--- config.mk ---
export PLATFORM = sky130hd
export DESIGN_NAME = pfb_ctrl
export DESIGN_NICKNAME = d
export VERILOG_FILES = /design/src/rtl/pfb_pkg.sv /design/src/rtl/pfb_ctrl.sv
export SDC_FILE = /design/constraint.sdc
export NUM_CORES = 1
export LEC_CHECK = 0
export BUFFER_PORTS_ARGS = -buffer_cell sky130_fd_sc_hd__buf_2
export CORE_MARGIN = 10
export CORE_UTILIZATION = 42
export CTS_CLUSTER_DIAMETER = 60
export DETAILED_ROUTE_END_ITERATION = 8
export PLACE_DENSITY = 0.77
export SKIP_LAST_GASP = 1
export SLEW_MARGIN = 20
export SYNTH_ARGS = -nofsm -noshare
export SYNTH_HDL_FRONTEND = slang
export SYNTH_SLANG_ARGS = --single-unit
--- constraint.sdc ---
create_clock -name i_clk -period 1.6 [get_ports i_clk]
set_input_delay 0 -clock i_clk [delete_from_list [all_inputs] [get_ports i_clk]]
set_output_delay 0 -clock i_clk [all_outputs]
set_load 0.005 [all_outputs]
--- src/rtl/pfb_pkg.sv ---
// shared constants, codes and controller/datapath struct types for the page framebuffer
package pfb_pkg;

    localparam int WIDTH_DEF  = 128;
    localparam int HEIGHT_DEF = 64;

    // item kinds
    localparam logic [2:0] KIND_FILL   = 3'd0;
    localparam logic [2:0] KIND_CURSOR = 3'd1;
    localparam logic [2:0] KIND_PIXEL  = 3'd2;
    localparam logic [2:0] KIND_GLYPH  = 3'd3;
    localparam logic [2:0] KIND_READ   = 3'd4;

    // configuration register indexes
    localparam int CFG_IDX_W  = 2;
    localparam int CFG_DATA_W = 6;
    localparam logic [CFG_IDX_W-1:0] CFG_INVERT = 2'd0;
    localparam logic [CFG_IDX_W-1:0] CFG_FONT_W = 2'd1;
    localparam logic [CFG_IDX_W-1:0] CFG_FONT_H = 2'd2;

    localparam logic [4:0] FONT_W_RST = 5'd7;
    localparam logic [5:0] FONT_H_RST = 6'd10;

    localparam logic [7:0] BYTE_ONES  = 8'hFF;
    localparam logic [7:0] BYTE_ZEROS = 8'h00;

    typedef struct packed {
        logic ld_item;
        logic sweep;
        logic pix_rd;
        logic pix_wr;
        logic gly_step;
        logic rd_issue;
        logic load_out;
    } t_cmd;

    typedef struct packed {
        logic [2:0] kind;
        logic       sweep_last;
        logic       pix_ok;
        logic       rd_ok;
        logic       gly_go;
        logic       gly_done;
        logic       out_free;
    } t_sts;

endpackage

--- src/rtl/pfb_ctrl.sv ---
// controller state machine sequencing fills, pixel and glyph writes and reads
module pfb_ctrl (
    input  logic          i_clk,
    input  logic          i_rst_n,
    input  logic          i_in_valid,
    output logic          o_in_ready,
    input  pfb_pkg::t_sts i_sts,
    output pfb_pkg::t_cmd o_cmd
);
    typedef enum logic [8:0] {
        S_CLEAR  = 9'b000000001,
        S_IDLE   = 9'b000000010,
        S_DISP   = 9'b000000100,
        S_FILL   = 9'b000001000,
        S_PIX_RD = 9'b000010000,
        S_PIX_WR = 9'b000100000,
        S_GLY    = 9'b001000000,
        S_RD     = 9'b010000000,
        S_DONE   = 9'b100000000
    } t_state;

    t_state r_state, n_state;

    assign o_in_ready = r_state == S_IDLE;

    always_comb begin
        n_state = r_state;
        o_cmd   = '0;
        unique case (r_state)
            S_CLEAR: begin
                o_cmd.sweep = 1'b1;
                if (i_sts.sweep_last) begin
                    n_state = S_IDLE;
                end
            end
            S_IDLE: begin
                if (i_in_valid) begin
                    o_cmd.ld_item = 1'b1;
                    n_state       = S_DISP;
                end
            end
            S_DISP: begin
                unique case (i_sts.kind)
                    pfb_pkg::KIND_FILL:  n_state = S_FILL;
                    pfb_pkg::KIND_PIXEL: n_state = i_sts.pix_ok ? S_PIX_RD : S_DONE;
                    pfb_pkg::KIND_GLYPH: n_state = i_sts.gly_go ? S_GLY : S_DONE;
                    pfb_pkg::KIND_READ:  n_state = i_sts.rd_ok ? S_RD : S_DONE;
                    default:             n_state = S_DONE;
                endcase
            end
            S_FILL: begin
                o_cmd.sweep = 1'b1;
                if (i_sts.sweep_last) begin
                    n_state = S_DONE;
                end
            end
            S_PIX_RD: begin
                o_cmd.pix_rd = 1'b1;
                n_state      = S_PIX_WR;
            end
            S_PIX_WR: begin
                o_cmd.pix_wr = 1'b1;
                n_state      = S_DONE;
            end
            S_GLY: begin
                o_cmd.gly_step = 1'b1;
                if (i_sts.gly_done) begin
                    n_state = S_DONE;
                end
            end
            S_RD: begin
                o_cmd.rd_issue = 1'b1;
                n_state        = S_DONE;
            end
            S_DONE: begin
                if (i_sts.out_free) begin
                    o_cmd.load_out = 1'b1;
                    n_state        = S_IDLE;
                end
            end
            default: begin
                n_state = S_IDLE;
            end
        endcase
    end

    always_ff @(posedge i_clk) begin
        if (!i_rst_n) begin
            r_state <= S_CLEAR;
        end else begin
            r_state <= n_state;
        end
    end

    a_accept_dispatch: assert property (@(posedge i_clk) disable iff (!i_rst_n)
        (i_in_valid && o_in_ready) |=> (r_state == S_DISP))
        else $error("accepted item not dispatched");

    a_clear_blocks: assert property (@(posedge i_clk) disable iff (!i_rst_n)
        (r_state == S_CLEAR) |-> !o_in_ready)
        else $error("item taken during clearing pass");

    a_load_free: assert property (@(posedge i_clk) disable iff (!i_rst_n)
        o_cmd.load_out |-> i_sts.out_free)
        else $error("result overwrites pending result");

    a_sweep_only_fill: assert property (@(posedge i_clk) disable iff (!i_rst_n)
        o_cmd.sweep |-> (r_state == S_CLEAR || r_state == S_FILL))
        else $error("store sweep outside fill or clear");
endmodule
==> flow_metrics.py <==
metrics = {
    "final_layout": {
        "top_regs": "r_state (9)",
        "layout-drive-gt1-share_pct": 55.4,
        "layout_overhead_on_the_synthesized_area_pct": 65.6,
        "registers.top_by_ff_count": "r_state",
        "largest_register_ff_count": 9,
        "num-nets-final": 125,
        "final-instance-count-excl-fill": 127,
        "antenna_cells": 0,
    },
    "power_and_ir_drop": {
        "total_power_uw": 583,
        "powerDensity_nw_per_um2": 606,
        "vdd.ir_drop.worst_mv": 0.439,
        "cellLeakagePower_nw": 0.446,
    },
    "timing": {
        "finalSetupViolations": 8,
        "layout_worst_path_cycle_share_pct": 108,
        "final.min_clock_period_ns": 1.73,
        "clock-skew-final_ns": 0.00226,
        "worst_rel_slew_slack_pct": 81.4,
        "finalWorstSetupSlack_ns": -0.133,
        "holdWs_ns": 0.0523,
        "worst_slew_pin_slew_ns": 0.277,
        "setup-tns-final_ns": -0.545,
        "finalMaxSlewViolations": 0,
        "clock.fmax_mhz": 577,
        "rsz0062_at_grt": "yes",
        "hold_viol": 0,
    },
    "yosys": {
        "postSynthNetCount": 83,
        "synth.ff_latch_count": 9,
        "synth.distinct_cells": 32,
        "post-synth-top-count-cell": "sky130_fd_sc_hd__nor2_1",
        "asyncSetResetFlopFracSynth_pct": 0,
        "cells_after_synthesis": 71,
        "yosysWarnings": 0,
        "syn-cell-area_sq_um": 582,
        "netlist.top_cell.by_area": "sky130_fd_sc_hd__dfxtp_1",
        "synth_largest_type_area_fraction_pct": 31.0,
        "ys_top_cells_by_count": "sky130_fd_sc_hd__nor2_1 (10), sky130_fd_sc_hd__dfxtp_1 (9), sky130_fd_sc_hd__nand2_1 (6)",
        "syn-mean-instance-area_sq_um": 8.19,
        "synth-edff-count": 0,
        "yosys_most_used_dff": "sky130_fd_sc_hd__dfxtp_1",
        "synth-seq-area-share_pct": 31.0,
        "synth_area_leaders": "sky130_fd_sc_hd__dfxtp_1 (31%), sky130_fd_sc_hd__nor2_1 (6.5%), sky130_fd_sc_hd__o2111ai_4 (4.5%), sky130_fd_sc_hd__nand2_1 (3.9%), sky130_fd_sc_hd__a21oi_1 (3.4%)",
    },
    "placement": {
        "place_worst_setup_slack_ns": -0.0572,
        "placedCellCount": 117,
        "dp_hpwl_mm": 1.35,
        "place.gp.congestion": 0.764,
        "buffer_ports.inserted": 19,
    },
    "critical_path": {
        "worst-r2r-cell-count": 6,
        "timing.critical_path.from_type": "flip-flop",
        "regToRegStartpoint": "r_state[0]",
        "worst_ep_required_time_ns": 1.79,
        "worstSetupStartpoint": "r_state[0]",
        "critical_path_class": "flip-flop to flip-flop",
        "critPathMaxFanout": 5,
        "endpoint_kind": "flip-flop",
        "timing.critical_path.arrival_ns": 1.92,
    },
    "global_routing": {
        "track_usage_pct": 11.1,
        "grt_pass1_wl_mm": 3.03,
        "grt_antenna_before_repair": 0,
        "grt_remaining_overflow": 0,
        "grt_pass1_vias": 701,
        "maximum_number_of_pins_on_one_net_before_global_route_repair": 7,
    },
    "routing": {
        "drt_drc_violations_left": 0,
        "drt-total-wl_mm": 1.86,
        "viasPerCell": 5.25,
        "routed_wire_length_per_instance_um": 14.7,
        "length_of_the_first_detailed_routing_pass_in_iterations": 4,
        "routed-via-count": 667,
        "dr_iter_0_viols": 8,
        "postRouteAntennaNets": 0,
    },
    "worst_hold_path": {
        "hold_path_class": "input port to flip-flop",
        "timing.hold.worst.start": "i_in_valid",
        "min_delay_path_depth": 3,
    },
    "outcome": {
        "failed_checks": "negative setup slack",
        "status": "finished with violations",
    },
    "die": {
        "placement_rows": 13,
        "fp.dieW_um": 57.2,
        "count_of_boundary_i_o_pins": 20,
        "die_h_um": 57.2,
        "core_sq_um": 1300,
        "fp.dieArea_sq_um": 3270,
        "starting_density_of_the_core_pct": 44.7,
    },
    "clock_tree": {
        "clkSlewWorstSetupHoldPaths_ns": 0.07,
        "cts_root_buf": "sky130_fd_sc_hd__clkbuf_4",
        "cts-buffers-inserted": 3,
        "ctsHtreeMaxLevel": 1,
        "clock_sinks": 9,
        "insertion_delay_ns": 0.26,
        "cts_max_path_buffers": 2,
        "tritoncts": "yes",
    },
    "flow_run": {
        "maxCapViolations": 0,
    },
}
-- stage by stage --
| step | util [%] | cell area [sq um] |
|---|---|---|
| 5_1_grt | 74.0 | 963 |
| 3_3_place_gp | 62.1 | 808 |
| 3_5_place_dp | 62.1 | 808 |
| 4_1_cts | 68.8 | 895 |
| 6_report | 74.0 | 963 |
| 2_1_floorplan | - | 604 |
-- what timing repair did --
| action | in CTS | in global routing |
|---|---|---|
| hold buffers | 5 | 0 |
| endpoints found under the setup margin | 5 | 10 |
| resized for setup | 1 | 16 |
| pin swaps | 3 | 6 |
| setup buffers | 1 | 0 |
| hold endpoints to repair | 3 | 0 |
-- cell usage in the layout (no fill, tap or decap), types with 2 or more instances in the layout --
cell                            synthesis  final
sky130_fd_sc_hd__a21oi_1                4      4
sky130_fd_sc_hd__nor4_4                 0      2
sky130_fd_sc_hd__nand3_1                2      2
sky130_fd_sc_hd__dfxtp_2                0      6
sky130_fd_sc_hd__xor2_1                 2      2
sky130_fd_sc_hd__buf_2                  0     19
sky130_fd_sc_hd__clkbuf_4               0      3
sky130_fd_sc_hd__dfxtp_4                0      2
sky130_fd_sc_hd__nor2_1                10      9
sky130_fd_sc_hd__buf_4                  0     13
sky130_fd_sc_hd__nor2b_1                2      2
sky130_fd_sc_hd__inv_1                  4      4
sky130_fd_sc_hd__nand2_1                6      6
sky130_fd_sc_hd__dlygate4sd3_1          0      5
sky130_fd_sc_hd__or3_4                  0      3
sky130_fd_sc_hd__nor3_1                 4      3
-- cell type report --
| type | count | area, sq um |
|---|---|---|
| fillers | 101 | 338 |
| well taps | 15 | 18.8 |
| inverters | 4 | 15.0 |
| clock buffers | 4 | 26.3 |
| multi-input cells | 58 | 465 |
| repair buffers | 37 | 243 |
| flip-flops and latches | 9 | 195 |
-- per-layer routing --
| metal | track usage (%) | routed length, um | vias to the layer above |
|---|---|---|---|
| met1 | 11.9 | 794 | 306 |
| met2 | 19.4 | 959 | 19 |
| li1 | - | - | 340 |
| met4 | 3.02 | 8 | 0 |
| met5 | 0 | 0 | - |
| met3 | 4.65 | 100 | 2 |
-- worst max-delay path, cell delays in order, from the launching register on --
cell                        delay, ns
sky130_fd_sc_hd__dfxtp_4         0.36
sky130_fd_sc_hd__buf_4           0.16
sky130_fd_sc_hd__xnor2_4         0.16
sky130_fd_sc_hd__or4_4           0.15
sky130_fd_sc_hd__o2111ai_4       0.13
sky130_fd_sc_hd__or4_1           0.54
sky130_fd_sc_hd__a21oi_1         0.16
-- path summary, 6_finish.rpt --
kind	to	slack, ns
max	r_state[1]	-0.13
min reg2reg	r_state[0]	0.51
min	r_state[1]	0.05
max reg2reg	r_state[1]	-0.13
-- power breakdown --
part / leakage (nW) / internal [mW] / switching [mW]
clock network: 0.0150 / 0.0963 / 0.0878
logic: 0.354 / 0.0833 / 0.0753
registers: 0.0771 / 0.231 / 0.00950
-- logic make-up after synthesis --
family	after synthesis	synth area share [%]
xor+xnor	3	4.52
buf+inv	4	2.58
simple gates	44	46.2
compound gates	11	15.7
flops	9	31.0
Note: power is estimated with default switching activity, not from simulation.
